`config.mk`:
```
export PLATFORM = sky130hd
export DESIGN_NAME = rmsp_sub
export DESIGN_NICKNAME = d
export VERILOG_FILES = /design/src/rtl/core/rmsp_pkg.sv /design/src/rtl/core/rmsp_sub.sv
export SDC_FILE = /design/constraint.sdc
export NUM_CORES = 1
export LEC_CHECK = 0
export ABC_AREA = 1
export BUFFER_PORTS_ARGS = -buffer_cell sky130_fd_sc_hd__buf_2
export CAP_MARGIN = 10
export CORE_MARGIN = 3
export CORE_UTILIZATION = 40
export DETAILED_ROUTE_END_ITERATION = 6
export PLACE_DENSITY = 0.67
export SLEW_MARGIN = 10
export SYNTH_ARGS = -nofsm -noshare
export SYNTH_HDL_FRONTEND = slang
export SYNTH_SLANG_ARGS = --single-unit
```
`constraint.sdc`:
```
create_clock -name vclk -period 3.2
set_clock_uncertainty 0.1 [all_clocks]
set_input_delay 0.32 -clock vclk [all_inputs]
set_output_delay 0.32 -clock vclk [all_outputs]
set_load 0.1 [all_outputs]
```
`src/rtl/core/rmsp_pkg.sv`:
```
// Shared widths, register indexes and formats of the RMSProp update block.
`timescale 1ns / 1ps
package rmsp_pkg;

	// element store
	localparam int ELEMENT_DEPTH = 4096;
	localparam int ELEM_AW       = $clog2(ELEMENT_DEPTH);

	// data formats
	localparam int DATA_W = 24;    // Q8.16 words
	localparam int CFG_W  = 16;    // configuration word
	localparam int CFG_IW = 2;     // configuration index
	localparam int MUL_W  = 24;    // multiplier operand width
	localparam int PROD_W = 2 * MUL_W;
	localparam int SUB_W  = 40;    // compare-subtract width

	// configuration register indexes
	localparam logic [CFG_IW-1:0] REG_LEARNING_RATE = 2'd0;
	localparam logic [CFG_IW-1:0] REG_DECAY_RATE    = 2'd1;
	localparam logic [CFG_IW-1:0] REG_BATCH_SIZE    = 2'd2;

	// result of the shared compare-subtract unit
	typedef struct packed {
		logic [SUB_W-1:0] diff;
		logic             ge;
	} sub_res_t;

endpackage

```
`src/rtl/core/rmsp_sub.sv`:
```
// Shared compare-subtract step used by the square root and the divider.
`timescale 1ns / 1ps
module rmsp_sub import rmsp_pkg::*; (
	input  logic [SUB_W-1:0] a,
	input  logic [SUB_W-1:0] b,
	output sub_res_t         res
);

	logic [SUB_W:0] d;

	// borrow out clear means a >= b
	always_comb begin
		d        = {1'b0, a} - {1'b0, b};
		res.diff = d[SUB_W-1:0];
		res.ge   = ~d[SUB_W];
	end

endmodule

```
==> metrics.md, run 1 <==
| Metric | Value |
|---|---|
| Status | complete, no violations |
| Data required, critical path | 2.78 ns |
| RSZ-0062 raised after global routing | no |
| Synthesis-to-layout area growth | 25.9% |
| Final setup viols | 0 |
| First-pass GRT wire length | ~16000 um |
| Synth area leaders | nand2_1 30%, inv_1 20%, ha_1 15% |
| Die H | 95.9 um |
| Vias in the first global route | 3549 |
| Register area share after synthesis | 0 |
| Max VDD drop | 0.250 mV |
| Die width | around 96 um |
| CP delay by family, top | simple AND/OR/NAND/NOR gates |
| Routed WL | 10100 um |
| Via count | 4115 |
| Slowest stage delay, CP | about 0.43 ns |
| Psw | 0.00123 W |
| Post-DP HPWL | 9300 um |
| Mapped Cells | 671 |
| Buf/Inv on CP | 4 |
| Type of the worst setup path | input port to output pin |
| Post-synthesis compound-gate area fraction | 0.0836 |
| Hold crit path type | input port to output pin |
| Post-Syn Area | approximately 0.0032 sq mm |
| Crit end category | output pin |
| Worst-Margin Slew | approximately 0.54 ns |
| Final critical-path required period | 2.83 ns |
| Sw Share | 0.788 |
| Worst-path fanout max | 3 |
| Tcrit/Tclk final | 0.886 |
| Drt pass-1 iters | 5 |
| Mapped Nets | 792 |
| IO buf count | roughly 120 |
| Post-synth top area cell | nand2_1 |
| Fraction of synthesized area in multiplexers | 0 |
| Die ar. | roughly 0.009 sq mm |
| Synth cell types | 23 |
| Area of all placed cells without fillers | 0.00407 sq mm |
| Post-CTS Hold Fix Bufs | 0 |
| Register share of total power | 0 |
| FFs & Latches | 0 |
| Remaining routing DRC violations | 0 |
| Maxcap violations | 0 |
| Initial antenna violation count | 0 |
| Power per Cell Area | approximately 380 mW/mm^2 |
| Syn_area_per_cell | 4.82 sq um |
| Count of final max-slew check failures | 0 |
| Yosys top cell area share | 0.297 |
| XOR/XNOR Fraction of Synth Area | 0.0596 |
| Clk pwr share | 0 |
| Per-cell routed wire length | 11.3 um |
| Lkg Pwr | roughly 2.8 nW |
| Most frequent CP cell | nand3_1 |
| Adder-Cell Fraction of Synth Area | 0.161 |
| Largest net degree at the start of global routing | 7 |
| Warnings from Yosys | 0 |
| Starting Density | 0.416 |
| # Post-CTS Setup Buffers | 0 |
| Ports | 121 |
| Final net count | about 900 |
| Main combinational cell family by area after synthesis | simple AND/OR/NAND/NOR gates |
| Share of layout cells above drive strength 1 | 0.205 |
| Worst relative slew slack | 0.637 |
| Crit-path cells | buf_2, inv_1, ha_1, fa_1, inv_1, nand3_1, nand3_1, nand2_1, nand3_1, nand2_1, nand2_2, xor2_2, buf_2 |
| Global route total overflow | 0 |
| Int Pwr | between 0.0003 and 0.0004 W |
| FF/Latch Area | 0 sq um |
| Antenna Nets Post-Route | 0 |
| Slowest CP cell | buf_2 |
| F_max | 353 MHz |
| Sum Neg Setup Slack | 0 ns |
| Hold slack final | 1.05 ns |
| CTS resizes | 0 |
| Core Region | 0.00777 sq mm |
| Site row count | 32 |
| GRT Total Usage | 0.209 |
| Simple-Gate Fraction of Synth Area | 0.491 |
| Diodes inserted | 0 |
| DRT iter0 DRCs | 253 |
| Clk_buf instances | 0 |
| Startpoint types | input port |
| Via-per-instance ratio | 4.60 |
| Combinational share of power | 1.000 |
| Placer congestion estimate | 0.888 |
| Worst EP arrival | 2.41 ns |
| Final hold vios | 0 |
| Placed cell area | 0.00407 sq mm |
-- cell families after synthesis --
group | after synthesis
adders and majority gates | 41
and+or+nand+nor | 381
xor gates and xnor gates | 22
AOI/OAI and AO/OA | 51
buffers and inverters | 176
-- routing by layer --
metal,vias to the layer above,part of all wire,track usage
met5,-,0,0
li1,2228,-,-
met4,0,0.0015,0.00948
met2,104,0.44,0.347
met3,2,0.071,0.00235
met1,1781,0.49,0.315
-- power by group through the flow --
stage,clock network [W],logic (W),registers (W)
after floorplan,0,0.00126,0
after detailed placement,0,0.00157,0
final,0,0.00157,0
after global placement,0,0.00157,0
after CTS,0,0.00157,0
after global routing,0,0.00167,0
-- placed cells by master (no fill, tap or decap), drive strengths merged, types with 7 or more instances in the layout --
cell,netlist,layout
nand2,269,269
inv,174,174
buf,0,121
nor2,64,64
ha,40,40
nand3,35,35
a21oi,33,33
xor2,15,15
o21ai,12,12
nor3,9,9
xnor2,7,7
-- stage by stage --
stage	std cells	power, W	utilization	setup slack [ns]
floorplan	671	0.00126	-	0.0375
global placement	894	0.00157	0.524	0.398
detailed placement	894	0.00157	0.524	0.366
global route	894	0.00167	0.524	0.228
CTS	894	0.00157	0.524	0.366
finish	894	0.00157	0.524	0.366
-- synth_stat cells (6+ instances only) --
master	number
nand3_1	29
a21oi_1	32
nand2_1	256
ha_1	40
xnor2_1	7
inv_1	171
nand3_2	6
xor2_1	15
nor3_1	9
nor2_1	54
o21ai_0	12
nor2_2	9
nand2_2	13
-- path summary, 6_finish.rpt --
kind | start | endpoint | slack (ns) | cells after the start
worst min-delay path | b[0] | res[1] | 1.05 | 4
worst max-delay path | a[0] | res[17] | 0.37 | 13
-- final cells by class --
class,instances,area (sq um)
Inverter,176,661
Fill cell,886,3700
Timing Repair Buffer,121,651
Multi-Input combinational cell,495,2630
Tap cell,102,128
Power figures use the tool's default switching activity.
==> inputs of run 2 (changes only) <==
--- a/config.mk
+++ b/config.mk
@@ -6,12 +6,12 @@
 export NUM_CORES = 1
 export LEC_CHECK = 0
 export ABC_AREA = 1
-export BUFFER_PORTS_ARGS = -buffer_cell sky130_fd_sc_hd__buf_2
 export CAP_MARGIN = 10
 export CORE_MARGIN = 3
 export CORE_UTILIZATION = 40
 export DETAILED_ROUTE_END_ITERATION = 6
-export PLACE_DENSITY = 0.67
+export DONT_BUFFER_PORTS = 1
+export PLACE_DENSITY = 0.51
 export SLEW_MARGIN = 10
 export SYNTH_ARGS = -nofsm -noshare
 export SYNTH_HDL_FRONTEND = slang
==> metrics.md, run 2 (synthesis gave the netlist of run 1 again) <==
| Metric | Value |
|---|---|
| Min-delay src | b[0] |
| Max VDD drop | 0.251 mV (+0.19%) |
| Starting Density | 0.416 (unchanged) |
| Post-DP HPWL | 9120 um (-1.9%) |
| Die ar. | 0.00920 sq mm (unchanged) |
| Psw | 0.00123 W (-0.18%) |
| DRT iter0 DRCs | 146 (-42%) |
| GRT Total Usage | 0.215 (+0.00672) |
| Final net count | 833 (-9.0%) |
| Drt pass-1 iters | 4 (-1) |
| Register share of total power | 0 (unchanged) |
| Hold crit path type | input port to output pin |
| Largest net degree at the start of global routing | 7 (unchanged) |
| Antenna Nets Post-Route | 0 (unchanged) |
| Sw Share | 0.770 (-0.0174) |
| Worst-Margin Slew | 0.833 ns (+0.293 ns) |
| Per-cell routed wire length | 12.2 um (+8.0%) |
| Ports | 121 (unchanged) |
| Status | complete, no violations |
| Worst-path fanout max | 3 (unchanged) |
| Placer congestion estimate | 0.906 (+2.0%) |
| Routed WL | 9900 um (-1.9%) |
| Via count | 3767 (-8.5%) |
| Pre-CTS WS | 0.380 ns (+0.0141 ns) |
| Type of the worst setup path | input port to output pin |
| IO buf count | 0 (-100%) |
| Vias in the first global route | 3488 (-1.7%) |
| Initial antenna violation count | 0 (unchanged) |
| Sum Neg Setup Slack | 0 ns (unchanged) |
| Most frequent cells in the layout | 256 x nand2_1, 171 x inv_1, 54 x nor2_1, 40 x ha_1, 36 x buf_4 |
| Crit end category | output pin |
| Remaining routing DRC violations | 0 (unchanged) |
| Worst relative slew slack | 0.444 (-0.193) |
| CP startpoint | a[0] |
| Data required, critical path | 2.78 ns (about the same) |
| Fin cells | 812 (-9.2%) |
| Int Pwr | 0.000367 W (+10%) |
| Worst EP arrival | 2.38 ns (-0.03 ns) |
| Diodes inserted | 0 (unchanged) |
| # Post-CTS Setup Buffers | 0 (unchanged) |
| Number of instances in the placed design | 812 (-9.2%) |
| Die width | 95.9 um (unchanged) |
| RSZ-0062 raised after global routing | no |
| Commonest non-fill, non-tap cell in the layout | nand2_1 |
| Site row count | 32 (unchanged) |
| Combinational share of power | 1.000 (about the same) |
| Clk pwr share | 0 (unchanged) |
| Share of layout cells above drive strength 1 | 0.132 (-0.0722) |
| Maxcap violations | 0 (unchanged) |
| First-pass GRT wire length | 15800 um (+0.88%) |
| F_max | 357 MHz (+1.1%) |
| Global route total overflow | 0 (unchanged) |
| FF/Latch Area | 0 sq um (unchanged) |
| Power per Cell Area | 415 mW/mm^2 (+7.8%) |
| Via-per-instance ratio | 4.64 (+0.79%) |
| Post-CTS Hold Fix Bufs | 0 (unchanged) |
| Final hold vios | 0 (unchanged) |
| Lkg Pwr | 2.49 nW (-9.4%) |
| Core Region | 0.00777 sq mm (unchanged) |
| Final critical-path required period | 2.80 ns (-0.0318 ns) |
| Final setup viols | 0 (unchanged) |
| Tcrit/Tclk final | 0.876 (-0.00995) |
| Startpoint types | input port |
| Count of final max-slew check failures | 0 (unchanged) |
| CTS resizes | 0 (unchanged) |
| Clk_buf instances | 0 (unchanged) |
| Synthesis-to-layout area growth | 19.3% |
| Min setup slack post-route | 0.398 ns (+0.0318 ns) |
| Die H | 95.9 um (unchanged) |
| FFs & Latches | 0 (unchanged) |
| Total Power | 0.00160 W (+2.1%) |
==> run 2: cell types whose count changed in the layout (fill, tap and decap cells not counted), sizes merged <==
| cell | previous run | this run |
|---|---|---|
| buf | 121 | 39 |
==> run 2: critical path, cell delays in order <==
cell	delay (ns)
inv_1	0.02
ha_1	0.22
fa_1	0.44
inv_1	0.12
nand3_1	0.08
nand3_1	0.17
nand2_1	0.07
nand3_1	0.19
nand2_1	0.11
nand2_2	0.13
nand2_1	0.08
nand2_1	0.08
nand2_1	0.05
nand2_1	0.10
buf_12	0.18
==> run 2: layer usage <==
metal	GRT usage	wire length (um)	vias up
li1	-	-	2056
met5	0	0	-
met1	0.335	5120	1604
met3	0.00391	597	2
met4	0.00711	37	0
met2	0.347	4150	105
==> run 2: power by group through the flow <==
| stage | Sequential [W] | Clock, W | Combinational [W] |
|---|---|---|---|
| detailed placement | 0 | 0 | 0.00160 |
| global placement | 0 | 0 | 0.00160 |
| CTS | 0 | 0 | 0.00161 |
| global route | 0 | 0 | 0.00171 |
| floorplan | 0 | 0 | 0.00126 |
| finish | 0 | 0 | 0.00160 |
==> run 2: cell type report <==
| class | instances | area (sq um) |
|---|---|---|
| fill | 931 | 3910 |
| inverter | 176 | 661 |
| multi-input combinational | 495 | 2740 |
| tap | 102 | 128 |
| timing repair buffer | 39 | 330 |
==> run 2: per-stage QoR <==
step,area (sq um),utilization,hold WS (ns)
floorplan,3290,-,0.988
finish,3860,0.496,0.993
global placement,3860,0.496,0.997
global route,3860,0.496,0.997
detailed placement,3860,0.496,0.997
CTS,3860,0.496,0.997
==> run 2: final timing paths <==
path | endpoint | slack, ns | cells past startpoint
worst max-delay path | res[0] | 0.40 | 15
worst min-delay path | res[1] | 0.99 | 2
==> inputs of run 3 (changes only) <==
--- a/config.mk
+++ b/config.mk
@@ -5,7 +5,6 @@
 export SDC_FILE = /design/constraint.sdc
 export NUM_CORES = 1
 export LEC_CHECK = 0
-export ABC_AREA = 1
 export CAP_MARGIN = 10
 export CORE_MARGIN = 3
 export CORE_UTILIZATION = 40
==> metrics.md, run 3 <==
| Metric | Value |
|---|---|
| Status | complete, no violations |
| Most frequent CP cell | o211ai_2 |
| Pre-CTS WS | -0.0281 ns (-0.408 ns) |
| Area of all placed cells without fillers | 0.00353 sq mm (-8.4%) |
| Core Region | 0.00554 sq mm (-29%) |
| Worst EP arrival | 2.74 ns (+0.36 ns) |
| Post-Syn Area | 0.00230 sq mm (-29%) |
| Global route total overflow | 0 (unchanged) |
| Synthesis-to-layout area growth | 53.3% |
| Register area share after synthesis | 0 (unchanged) |
| Clk_buf instances | 0 (unchanged) |
| Starting Density | 0.416 (-0.000474) |
| Hold depth | 3 (+1) |
| Via-per-instance ratio | 5.53 (+19%) |
| F_max | 316 MHz (-11%) |
| Lkg Pwr | 1.75 nW (-30%) |
| Remaining routing DRC violations | 0 (unchanged) |
| Most frequent cells in the layout | 54 x inv_1, 42 x buf_4, 41 x a21oi_1, 34 x ha_1, 30 x nand2_1 |
| Data required, critical path | 2.78 ns (about the same) |
| Yosys top cell area share | 0.217 (-0.0799) |
| Worst-path fanout max | 3 (unchanged) |
| Top post-synthesis cells by count | 55 x inv_1, 44 x a21oi_1, 40 x ha_1 |
| Crit end category | output pin |
| Antenna Nets Post-Route | 0 (unchanged) |
| Diodes inserted | 0 (unchanged) |
| Sum Neg Setup Slack | 0 ns (unchanged) |
| Crit-path cells | inv_8, ha_4, fa_2, nand2b_4, a21oi_4, o211ai_2, a21oi_2, o211ai_2, a211oi_4, buf_6, nor2_4, a311oi_4, buf_12 |
| Die width | 81.9 um (-15%) |
| IO buf count | 0 (unchanged) |
| Count of final max-slew check failures | 0 (unchanged) |
| Startpoint types | input port |
| Slowest stage delay, CP | 0.37 ns (-0.07 ns) |
| Site row count | 27 (-16%) |
| Worst relative slew slack | 0.453 (+0.00891) |
| Final hold vios | 0 (unchanged) |
| Synth area leaders | ha_1 22%, xnor2_1 11%, a21oi_1 9.6% |
| Routed WL | 6700 um (-32%) |
| Buf/Inv on CP | 3 (unchanged) |
| Commonest non-fill, non-tap cell in the layout | inv_1 |
| Hold Path End | res[40] |
| Largest net degree at the start of global routing | 10 (+3) |
| Via count | 2612 (-31%) |
| Synth cell types | 48 (+110%) |
| Fillers | 539 (-42%) |
| Share of layout cells above drive strength 1 | 0.325 (+0.193) |
| Min setup slack post-route | 0.0399 ns (-0.358 ns) |
| Final setup viols | 0 (unchanged) |
| Final critical-path required period | 3.16 ns (+0.358 ns) |
| Vias in the first global route | 2502 (-28%) |
| Die H | 81.9 um (-15%) |
| Total Power | 0.00185 W (+16%) |
| RSZ-0062 raised after global routing | yes |
| Ports | 121 (unchanged) |
| FFs & Latches | 0 (unchanged) |
| Syn_area_per_cell | 6.64 sq um (+38%) |
| Hold crit path type | input port to output pin |
| Maxcap violations | 0 (unchanged) |
| Mapped Cells | 347 (-48%) |
| Post-DP HPWL | 5830 um (-36%) |
| DRT iter0 DRCs | 70 (-52%) |
| FF/Latch Area | 0 sq um (unchanged) |
| Initial antenna violation count | 0 (unchanged) |
| Tcrit/Tclk final | 0.988 (+0.112) |
| Die ar. | 0.00671 sq mm (-27%) |
| Warnings from Yosys | 0 (unchanged) |
| Final net count | 523 (-37%) |
| Worst-Margin Slew | 0.820 ns (-0.0134 ns) |
| Placer congestion estimate | 0.847 (-6.5%) |
| Placed cell area | 0.00339 sq mm (-12%) |
| Mapped Nets | 468 (-41%) |
| Most common cell in the netlist | inv_1 |
| Max VDD drop | 0.362 mV (+45%) |
| Slowest CP cell | a211oi_4 |
| Post-synth top area cell | ha_1 |
| Min-delay src | a[39] |
| First-pass GRT wire length | 11000 um (-30%) |
| Power per Cell Area | 524 mW/mm^2 (+26%) |
| CP delay by family, top | compound AO/OA/AOI/OAI gates |
| Type of the worst setup path | input port to output pin |
| GRT Total Usage | 0.200 (-0.0155) |
| Drt pass-1 iters | 4 (unchanged) |
| Per-cell routed wire length | 14.2 um (+16%) |
[run 3: where the power goes]
group          switching [W]  internal [W]
Sequential                 0             0
Clock                      0             0
Combinational        0.00127      0.000577
Total                0.00127      0.000577
[run 3: stage by stage]
step | instances | util | hold slack (ns)
floorplan | 347 | - | 0.988
global placement | 466 | 0.613 | 0.982
detailed placement | 466 | 0.613 | 0.976
CTS | 468 | 0.615 | 0.986
global route | 472 | 0.637 | 0.991
finish | 472 | 0.637 | 0.983
[run 3: kinds of logic after synthesis]
family / count (synthesis) / synth area share
compound gates: 119 / 0.347
mux: 1 / 0.00435
simple gates: 88 / 0.183
buf+inv: 61 / 0.0994
fa+ha+maj: 41 / 0.226
xor+xnor: 37 / 0.141
[run 3: final cells by class]
class	count	area, sq um	area share
Multi-Input combinational cell	286	2580	0.731
Timing Repair Buffer	59	647	0.183
Inverter	55	214	0.0606
Tap cell	72	90.1	0.0255
[run 3: repair_timing]
| item | in CTS | in global routing |
|---|---|---|
| endpoints found under the hold margin | 0 | 0 |
| cloned | 0 | 0 |
| hold buffers | 0 | 0 |
| setup buffers | 2 | 4 |
| pin swaps | 1 | 13 |
| setup endpoints to repair | 1 | 9 |
| resized for setup | 0 | 15 |
[run 3: how the worst max path moves through the flow]
stage | slack, ns | end | startpoint | cells after the start
floorplan | -0.50 | res[38] | b[10] | 10
global placement | 0.04 | res[0] | a[0] | 12
detailed placement | -0.03 | res[0] | a[0] | 12
CTS | 0.06 | res[39] | a[0] | 13
global route | -0.1 | res[39] | a[0] | 13
finish | 0.04 | res[39] | a[0] | 13
[run 3: per-layer routing]
metal | up-vias | routed length, um | track usage
li1 | 1326 | - | -
met1 | 1200 | 2880 | 0.267
met2 | 82 | 3330 | 0.359
met3 | 4 | 419 | 0.0252
met4 | 0 | 58 | 0.00831
met5 | - | 0 | 0
[run 3: worst min-delay path: stages]
cell     delay [ns]
ha_1           0.17
xnor2_2        0.10
buf_12         0.17
