===== config.mk =====
export PLATFORM = sky130hd
export DESIGN_NAME = rmsp_mul
export DESIGN_NICKNAME = d
export VERILOG_FILES = /design/src/rtl/core/rmsp_pkg.sv /design/src/rtl/core/rmsp_mul.sv
export SDC_FILE = /design/constraint.sdc
export NUM_CORES = 1
export LEC_CHECK = 0
export BUFFER_PORTS_ARGS = -buffer_cell sky130_fd_sc_hd__buf_2
export CAP_MARGIN = 5
export CORE_ASPECT_RATIO = 1.25
export CORE_MARGIN = 2
export CORE_UTILIZATION = 55
export DETAILED_ROUTE_END_ITERATION = 10
export GPL_TIMING_DRIVEN = 0
export PLACE_DENSITY = 0.7
export SETUP_SLACK_MARGIN = 0.3
export SYNTH_ARGS = -nofsm -noshare
export SYNTH_HDL_FRONTEND = slang
export SYNTH_SLANG_ARGS = --single-unit
export TNS_END_PERCENT = 100

===== constraint.sdc =====
create_clock -name clk -period 25.6 [get_ports clk]
set_input_delay 7.68 -clock clk [delete_from_list [all_inputs] [get_ports clk]]
set_output_delay 7.68 -clock clk [all_outputs]
set_load 0.05 [all_outputs]

===== src/rtl/core/rmsp_pkg.sv =====
// Shared widths, register indexes and formats of the RMSProp update block.
`timescale 1ns / 1ps
package rmsp_pkg;

	// element store
	localparam int ELEMENT_DEPTH = 4096;
	localparam int ELEM_AW       = $clog2(ELEMENT_DEPTH);

	// data formats
	localparam int DATA_W = 24;    // Q8.16 words
	localparam int CFG_W  = 16;    // configuration word
	localparam int CFG_IW = 2;     // configuration index
	localparam int MUL_W  = 24;    // multiplier operand width
	localparam int PROD_W = 2 * MUL_W;
	localparam int SUB_W  = 40;    // compare-subtract width

	// configuration register indexes
	localparam logic [CFG_IW-1:0] REG_LEARNING_RATE = 2'd0;
	localparam logic [CFG_IW-1:0] REG_DECAY_RATE    = 2'd1;
	localparam logic [CFG_IW-1:0] REG_BATCH_SIZE    = 2'd2;

	// result of the shared compare-subtract unit
	typedef struct packed {
		logic [SUB_W-1:0] diff;
		logic             ge;
	} sub_res_t;

endpackage


===== src/rtl/core/rmsp_mul.sv =====
// Shared unsigned multiplier with registered product.
`timescale 1ns / 1ps
module rmsp_mul import rmsp_pkg::*; (
	input  logic              clk,
	input  logic [MUL_W-1:0]  a,
	input  logic [MUL_W-1:0]  b,
	output logic [PROD_W-1:0] p_q
);

	// one product per cycle, result registered
	always_ff @(posedge clk) begin
		p_q <= a * b;
	end

endmodule


==> results.ini, run 1 <==
[outcome]
status = completed

[synth]
synthFlopType = dfxtp_1
yosysTopAreaCell = fa_1
yosys-top-cells-area = fa_1, ha_1, inv_1, and2_1, nand2_1
synthCells = 2238
synth_most_common_cell = inv_1
yosys-top-cells-count = inv_1, fa_1, nand2_1
synth_nets = 2943
ys_ff_latch = 48
synth_top_area_share_pct = 48.1
async_reset_ff_share_pct = 0
syn_avg_cell_area_um2 = 8.96
ys_types = 51
yosysSeqAreaShare_pct = 4.79
yosysWarnings = 0
synthesis.area_mm2 = 0.0201
synth_edf_count = 0

[cts]
clock_sinks = 48
postCtsHoldBufs = 0
tritoncts = built
root_buffer = clkbuf_16
cts_buffers = 5
cts-resized-gates = 0
htree_levels = 2
clk_path_buf_depth = 2
cts_setup_buffers = 0
cts.clk_slew.worst_paths_ns = 0.07

[finish]
final_core_util_pct = 59.0
largest_reg_flops = 48
fillers = 3312
syn_to_final_growth_pct = 6.17
nets = 3046
regMostFlops = p_q
largestRegisters = p_q (48)
drive_above_1_share_pct = 5.34

[worst_setup_path]
cp_slowest_cell = clkbuf_1
crit_chain = buf_2 -> clkbuf_1 -> nand2_1 -> fa_1 -> inv_1 -> fa_1 -> fa_1 -> fa_1 -> fa_1 -> fa_1 -> inv_1 -> fa_1 -> inv_1 -> ha_1 -> buf_2 -> a21o_1 -> a21oi_1 -> o22ai_1 -> or3_1 -> nor4_1 -> nor4_2 -> o21ba_2 -> nor3_1
required_ns = 25.84
cp.arrival_ns = 15.26
crit_path_max_fanout = 10
critPathCaptureType = flop
cp_common_cell = fa_1
cpPeakStageDelay_ns = 0.71
cp-start-kind = input port
setup.worst_path.class = input port to flop
cp-startpoint = a[10]

[global_route]
busiest_layer = met2
grt_pass1_wl_um = 96800
first_global_vias = 16800
gr-total-overflow = 0
use_met2_pct = 59.6
grtUsageMet1_pct = 37.5
globalRouteMet3Util_pct = 5.77
grt_usage_pct = 34.9
grt_max_degree = 16
grt_antenna_before_repair = 0

[sta]
drv_slew = 0
slew_headroom_pct = 37.4
setup_violations = 0
min_period_over_period_pct = 58.7
layout_min_cycle_time_ns = 15.02
worstMarginPinSlew_ns = 0.931
hold_viol_final = 0
rsz0062_at_grt = no
finalSetupTns_ns = 0
fmax_mhz = 66.6

[drt]
post-route-drc-count = 0
postRouteAntennaNets = 0
viasPerCell = 5.56
dr.pass1.iters = 5
wl_per_cell_um = 22.6
wirelength_um = 63800
drt_iter0_markers = 1070
vias = 15700

[place]
place_congestion = 1.01
io_buffers = 96
dp_hpwl_um = 55200

[floorplanning]
start_util_pct = 55.5
rows = 78
die_h_um = 217
die-area_mm2 = 0.0380
core_area_mm2 = 0.0361
fp.dieW_um = 175
pin_count = 97

[hold_path]
holdPathStages = 2
min_from = b[0]
hp-class = input port to flop

[run]
cap_violations = 0

critical path: cells and delay by family:
family / cells / cell delay (ns)
adder cells (fa/ha/maj): 8 / 4.03
AND/OR/NAND/NOR: 5 / 1.59
buffers and inverters: 6 / 1.28
AO/OA/AOI/OAI: 4 / 0.67
layer usage:
layer | vias to the layer above | part of all wire, %
li1 | 6703 | -
met1 | 7960 | 33
met2 | 728 | 49
met3 | 314 | 6.8
met4 | 0 | 11
met5 | - | 0
worst paths after layout:
| path | to | slack (ns) |
|---|---|---|
| hold / removal | p_q[0] | 7.73 |
| setup / recovery | p_q[45] | 10.58 |
layout make-up:
cell class	count	area (µm²)	share of cell area [%]
sequential	48	961	4.51
clock buffer	6	139	0.652
tap	480	601	2.82
inverter	559	2100	9.85
antenna	1	2.50	0.0118
multi-input combinational	1526	16600	77.9
buffer	105	403	1.89
timing repair buffer	96	480	2.26
clock inverter	2	15.0	0.0705
cell usage in the layout, fill, tap and decap left out, types with 2 or more instances in the layout:
cell,netlist,layout
o21ai_1,4,4
and3_1,4,4
a211o_1,4,4
a31oi_1,5,5
nor2b_1,4,4
dfxtp_1,48,48
a211oi_1,7,7
o31ai_1,2,2
nand2_1,307,307
nor4_1,3,3
nor2_1,21,21
a21oi_1,48,48
fa_1,482,482
o22ai_1,2,2
ha_1,174,174
o21a_1,5,5
xnor2_1,30,30
or3_1,5,5
a21o_1,16,16
clkbuf_16,0,5
xor2_1,13,13
o21ai_0,15,15
buf_2,7,103
o21bai_1,8,8
nand4_1,13,13
o211ai_1,2,2
nand2b_1,3,3
nand3_1,14,14
clkbuf_1,98,98
or2_2,2,2
and2_1,304,304
clkinvlp_4,0,2
inv_1,559,559
nor3_1,10,10
kinds of logic (layout without fill, tap and decap cells):
logic type      Yosys count  in the layout  share of synthesized area, %
simple gates            696            696                          17.6
buf+inv                 664            768                          12.5
fa+ha+maj               656            656                          59.0
compound gates          131            131                          4.32
flops                    48             48                          4.79
xor+xnor                 43             43                          1.88
other cells               0              1                             0
stage by stage:
stage	setup slack [ns]	hold WS [ns]	cells	area (µm²)
floorplan	11.91	7.81	2238	20100
global placement	10.38	8.03	2814	21100
detailed placement	10.39	8.03	2814	21100
CTS	10.68	7.71	2822	21300
global route	10.36	7.74	2822	21300
finish	10.58	7.73	2823	21300
Power of run 1 is not shown: default switching activity piles up to over one toggle a cycle in this logic, so the estimate is an artifact.
==> run 2, diff against run 1 <==
--- a/config.mk
+++ b/config.mk
@@ -12,7 +12,7 @@
 export CORE_UTILIZATION = 55
 export DETAILED_ROUTE_END_ITERATION = 10
 export GPL_TIMING_DRIVEN = 0
-export PLACE_DENSITY = 0.7
+export PLACE_DENSITY = 0.72
 export SETUP_SLACK_MARGIN = 0.3
 export SYNTH_ARGS = -nofsm -noshare
 export SYNTH_HDL_FRONTEND = slang
==> constraint.sdc (replaced) <==
create_clock -name clk -period 12.65 [get_ports clk]
set_input_delay 3.795 -clock clk [delete_from_list [all_inputs] [get_ports clk]]
set_output_delay 3.795 -clock clk [all_outputs]
set_load 0.05 [all_outputs]
==> run 2 against run 1 <==
Die area is the same. Cell count hardly changed. Worst hold slack worse by 3.9 ns. Design area stayed put. Global-route usage down 0.38 points. Utilization did not move. Wire length is 0.78% lower. Clock-buffer cell count stayed put. Sequential cell count stayed put. First-iteration DRC count increased by 21%. Highest routed layer is now met5.
==> results.ini, run 2 (synthesis results as in run 1) <==
[finish]
final_common_cell = inv_1
antenna_cells = 0  ; -1
regMostFlops = p_q
largest_reg_flops = 48  ; unchanged
nets = 3046  ; unchanged
largestRegisters = p_q (48)
syn_to_final_growth_pct = 6.17  ; unchanged
final_cell_area_mm2 = 0.0213  ; unchanged
drive_above_1_share_pct = 5.34  ; unchanged
final_cell_mix = inv_1, fa_1, nand2_1

[drt]
vias = 15900  ; +1.3%
viasPerCell = 5.64  ; +1.4%
wl_per_cell_um = 22.4  ; -0.75%
post-route-drc-count = 0  ; unchanged
postRouteAntennaNets = 0  ; unchanged
drt_iter0_markers = 1294  ; +21%
wirelength_um = 63300  ; -0.78%
dr.pass1.iters = 6  ; +1

[hold_path]
holdPathStages = 2  ; unchanged
hp-class = input port to flop

[worst_setup_path]
critPathCaptureType = flop
cp.arrival_ns = 11.64  ; -3.62 ns
cp-start-kind = input port
crit_path_max_fanout = 10  ; unchanged
required_ns = 12.88  ; -12.96 ns
cp_common_cell = fa_1
setup.worst_path.class = input port to flop
cp_slowest_cell = nor4_1
cpPeakStageDelay_ns = 0.82  ; +0.11 ns

[sta]
finalSetupTns_ns = 0  ; unchanged
drv_slew = 0  ; unchanged
slew_headroom_pct = 27.9  ; -9.5 points
fmax_mhz = 87.6
worstMarginPinSlew_ns = 1.07  ; +0.141 ns
rsz0062_at_grt = no
min_period_over_period_pct = 90.2
setup_violations = 0  ; unchanged
hold_viol_final = 0  ; unchanged
layout_min_cycle_time_ns = 11.41

[global_route]
grt_antenna_before_repair = 2  ; +2
grt_pass1_wl_um = 96900  ; about the same
first_global_vias = 17000  ; +1.2%
use_met2_pct = 57.7  ; -1.9 points
gr-total-overflow = 0  ; unchanged
grt_usage_pct = 34.5  ; -0.38 points
grtUsageMet1_pct = 38.4  ; +0.91 points
grt_max_degree = 17  ; +1
busiest_layer = met2
globalRouteMet3Util_pct = 4.97  ; -0.80 points

[floorplanning]
die_h_um = 217  ; unchanged
fp.dieW_um = 175  ; unchanged
die-area_mm2 = 0.0380  ; unchanged
core_area_mm2 = 0.0361  ; unchanged
rows = 78  ; unchanged
start_util_pct = 55.5  ; unchanged
pin_count = 97  ; unchanged

[run]
cap_violations = 0  ; unchanged

[cts]
clk_path_buf_depth = 2  ; unchanged
tritoncts = built
cts.clk_slew.worst_paths_ns = 0.07  ; about the same
postCtsHoldBufs = 0  ; unchanged
cts_buffers = 5  ; unchanged
cts-resized-gates = 0  ; unchanged
clock_sinks = 48  ; unchanged
root_buffer = clkbuf_16
htree_levels = 2  ; unchanged
cts_setup_buffers = 0  ; unchanged

[place]
io_buffers = 96  ; unchanged
place_congestion = 1.02  ; +0.37%
dp_hpwl_um = 54500  ; -1.2%
dpl-instance-area_mm2 = 0.0211  ; unchanged

[outcome]
status = completed

-- run 2: cell types whose count changed in the layout (fill, tap and decap cells not counted), sizes merged --
cell / before / now
inv: 559 / 561
diode: 1 / 0
clkinvlp: 2 / 0
-- run 2: cell type report --
type                            count  area (µm²)
Fill cell                        3231       14800
Sequential cell                    48         961
Inverter                          559        2100
Timing Repair Buffer               96         480
Clock buffer                        6         139
Tap cell                          480         601
Multi-Input combinational cell   1526       16600
Clock inverter                      2        17.5
Buffer                            105         403
-- run 2: worst paths after layout --
check / start / to
worst max-delay path: a[19] / p_q[45]
worst min-delay path: b[0] / p_q[0]
-- run 2: routing by layer --
metal / up-vias / routed length (µm)
met5: - / 12
met4: 2 / 7270
met3: 327 / 4830
met2: 878 / 30600
met1: 8000 / 20600
li1: 6710 / -
-- run 2: stage by stage --
stage | setup WS (ns) | utilization [%] | hold slack, ns | std cells
2_1_floorplan | 2.85 | - | 3.92 | 2238
3_3_place_gp | 1.22 | 58.5 | 4.13 | 2814
3_5_place_dp | 1.09 | 58.5 | 4.13 | 2814
4_1_cts | 1.39 | 59.0 | 3.81 | 2822
5_1_grt | 1.13 | 59.0 | 3.83 | 2822
6_report | 1.24 | 59.0 | 3.83 | 2822
-- run 2: worst max-delay path: cells and delay by family --
family | cells | cell delay, ns
adder cells (fa/ha/maj) | 8 | 3.90
AND/OR/NAND/NOR | 5 | 1.73
buffers and inverters | 8 | 1.43
AO/OA/AOI/OAI | 4 | 0.74
Power of run 2 is left out for the same reason.
==> run 3, diff against run 2 <==
--- a/config.mk
+++ b/config.mk
@@ -5,6 +5,7 @@
 export SDC_FILE = /design/constraint.sdc
 export NUM_CORES = 1
 export LEC_CHECK = 0
+export ABC_AREA = 1
 export BUFFER_PORTS_ARGS = -buffer_cell sky130_fd_sc_hd__buf_2
 export CAP_MARGIN = 5
 export CORE_ASPECT_RATIO = 1.25
@@ -17,4 +18,3 @@
 export SYNTH_ARGS = -nofsm -noshare
 export SYNTH_HDL_FRONTEND = slang
 export SYNTH_SLANG_ARGS = --single-unit
-export TNS_END_PERCENT = 100
==> run 3 against run 2 <==
Design area is 7.0% higher. Area after synthesis is 7.4% higher. Global-route usage is 1.0 points higher. Sequential share of layout area is 0.30 points lower. Critical path depth is 2 lower. Maximum frequency is 11% higher. Die area is 7.2% higher. Critical path type unchanged. Critical endpoint is now p_q[30]. Highest routed layer unchanged.
==> results.ini, run 3 <==
[cts]
cts_buffers = 5  ; unchanged
root_buffer = clkbuf_16
postCtsHoldBufs = 0  ; unchanged
htree_levels = 2  ; unchanged
cts_setup_buffers = 0  ; unchanged
cts-resized-gates = 0  ; unchanged
tritoncts = built
clk_path_buf_depth = 2  ; unchanged
clock_sinks = 48  ; unchanged
cts.clk_slew.worst_paths_ns = 0.08  ; about the same

[drt]
postRouteAntennaNets = 0  ; unchanged
post-route-drc-count = 0  ; unchanged
dr.pass1.iters = 8  ; +2
viasPerCell = 5.12  ; -9.3%
wl_per_cell_um = 19.6  ; -13%
vias = 18100  ; +13%
wirelength_um = 69000  ; +8.9%
drt_iter0_markers = 1262  ; -2.5%

[worst_setup_path]
setup.worst_path.class = input port to flop
cp.arrival_ns = 10.49  ; -1.15 ns
cp-endpoint = p_q[30]
cpPeakStageDelay_ns = 0.70  ; -0.12 ns
cp_slowest_cell = clkbuf_1
crit_path_max_fanout = 10  ; unchanged
required_ns = 12.86  ; -0.02 ns
critical_path_buf_inv_count = 7  ; -1
cp-startpoint = a[15]
crit_cells = 23  ; -8.0%
crit_chain = buf_2 -> clkbuf_1 -> nand2_1 -> inv_1 -> fa_1 -> inv_1 -> fa_1 -> inv_1 -> fa_1 -> fa_1 -> fa_1 -> fa_1 -> inv_1 -> fa_1 -> inv_1 -> ha_1 -> nand2_1 -> nor2_1 -> nand2_1 -> nor2_1 -> nand2_1 -> nand3_1 -> xor2_1
cp_common_cell = fa_1
cpLargestDelayFamily = adder cells
cp-start-kind = input port
critPathCaptureType = flop

[floorplanning]
start_util_pct = 55.3  ; -0.20 points
pin_count = 97  ; unchanged
fp.dieW_um = 181  ; +3.5%
core_area_mm2 = 0.0389  ; +7.8%
die_h_um = 225  ; +3.6%
die-area_mm2 = 0.0408  ; +7.2%
rows = 81  ; +3.8%

[outcome]
status = completed

[global_route]
grt_usage_pct = 35.6  ; +1.0 points
first_global_vias = 19100  ; +12%
grt_pass1_wl_um = 108000  ; +12%
grt_antenna_before_repair = 2  ; unchanged
gr-total-overflow = 0  ; unchanged
grt_max_degree = 17  ; unchanged

[sta]
worstMarginPinSlew_ns = 1.06  ; -0.0151 ns
rsz0062_at_grt = no
drv_slew = 0  ; unchanged
hold_viol_final = 0  ; unchanged
setup_violations = 0  ; unchanged
slew_headroom_pct = 29.6  ; +1.7 points
layout_min_cycle_time_ns = 10.28  ; -1.13 ns
timing.hold.ws_ns = 3.79  ; -0.0407 ns
fmax_mhz = 97.3  ; +11%
finalSetupTns_ns = 0  ; unchanged
min_period_over_period_pct = 81.3  ; -8.9 points

[place]
dp_hpwl_um = 59700  ; +9.5%
place_congestion = 1.05  ; +3.2%
io_buffers = 96  ; unchanged

[synth]
yosysSeqAreaShare_pct = 4.46  ; -0.33 points
ys_types = 25  ; -51%
synth_nets = 3629  ; +23%
ys_ff_latch = 48  ; unchanged
synth_most_common_cell = inv_1
synthesis.area_mm2 = 0.0215  ; +7.4%
synth_edf_count = 0  ; unchanged
yosysTopAreaCell = fa_1
syn_avg_cell_area_um2 = 7.37  ; -18%
yosysWarnings = 0  ; unchanged
async_reset_ff_share_pct = 0  ; unchanged
yosys-top-cells-count = inv_1, nand2_1, fa_1
yosys-top-cells-area = fa_1, inv_1, nand2_1, ha_1, dfxtp_1
synth_top_area_share_pct = 44.8  ; -3.3 points
synthCells = 2924  ; +31%
synthFlopType = dfxtp_1

[finish]
multi_input_area_mm2 = 0.0164  ; -1.1%
syn_to_final_growth_pct = 5.82
nets = 3732  ; +23%
seqCellArea_um2 = 961  ; unchanged
fillers = 3745  ; +16%
drive_above_1_share_pct = 4.72  ; -0.61 points
largestRegisters = p_q (48)
largest_reg_flops = 48  ; unchanged
final_common_cell = inv_1
regMostFlops = p_q
final_cell_mix = inv_1, nand2_1, fa_1

[hold_path]
hp-class = input port to flop

[run]
cap_violations = 0  ; unchanged

-- run 3: cell count changes after synthesis, moves of 8 or more --
cell,before,now
a21oi_1,48,29
xor2_1,13,21
and2_1,304,2
nand4_1,13,3
nand3_2,0,8
nand2_1,307,905
xnor2_1,30,6
nand3_1,14,31
nor2_2,1,10
a21o_1,16,0
o21ai_0,15,2
inv_1,559,1012
nand2_2,0,13
nor2_1,21,58
-- run 3: cells by family (layout without fill, tap and decap cells) --
logic type	after synthesis	after routing	share of synthesized area, %
buffers and inverters	1110	1214	19.3
AND/OR/NAND/NOR	1042	1042	19.1
adder cells (fa/ha/maj)	656	656	54.9
flip-flops	48	48	4.46
AO/OA/AOI/OAI	41	41	1.05
XOR/XNOR	27	27	1.10
other	0	1	0
-- run 3: worst min-delay path: cells and delay by family --
family                 cells  cell delay [ns]
buffers and inverters      2             0.18
and+or+nand+nor            1             0.08
-- run 3: worst min path at each step --
stage | from | to | slack, ns | cells past startpoint
floorplan | b[0] | p_q[0] | 3.89 | 2
global placement | b[0] | p_q[0] | 4.09 | 3
detailed placement | b[0] | p_q[0] | 4.10 | 3
CTS | b[0] | p_q[0] | 3.77 | 3
global route | b[0] | p_q[0] | 3.80 | 3
finish | b[0] | p_q[0] | 3.79 | 3
-- run 3: per-layer routing --
| layer | routed length (µm) | up-vias | GRT usage [%] |
|---|---|---|---|
| li1 | - | 8158 | - |
| met1 | 26400 | 8920 | 44.6 |
| met2 | 32700 | 780 | 60.1 |
| met3 | 5500 | 192 | 5.20 |
| met4 | 4360 | 2 | 18.8 |
| met5 | 16 | - | 0 |
-- run 3: through the flow --
stage	utilization (%)	instance area (µm²)	cells	setup slack, ns
floorplan	-	21500	2924	3.54
global placement	58.2	22600	3518	2.24
detailed placement	58.2	22600	3518	2.26
CTS	58.6	22800	3526	2.49
global route	58.6	22800	3526	2.24
finish	58.6	22800	3527	2.37
-- run 3: area by class of cell --
cell class                      count  area share, %
Multi-Input combinational cell   1766           72.0
Inverter                         1014           16.7
Sequential cell                    48           4.22
Tap cell                          498           2.73
Timing Repair Buffer               96           2.11
Buffer                             96           1.58
Clock buffer                        5          0.549
Clock inverter                      3         0.0933
Antenna cell                        1         0.0110
Power of run 3 is left out for the same reason.
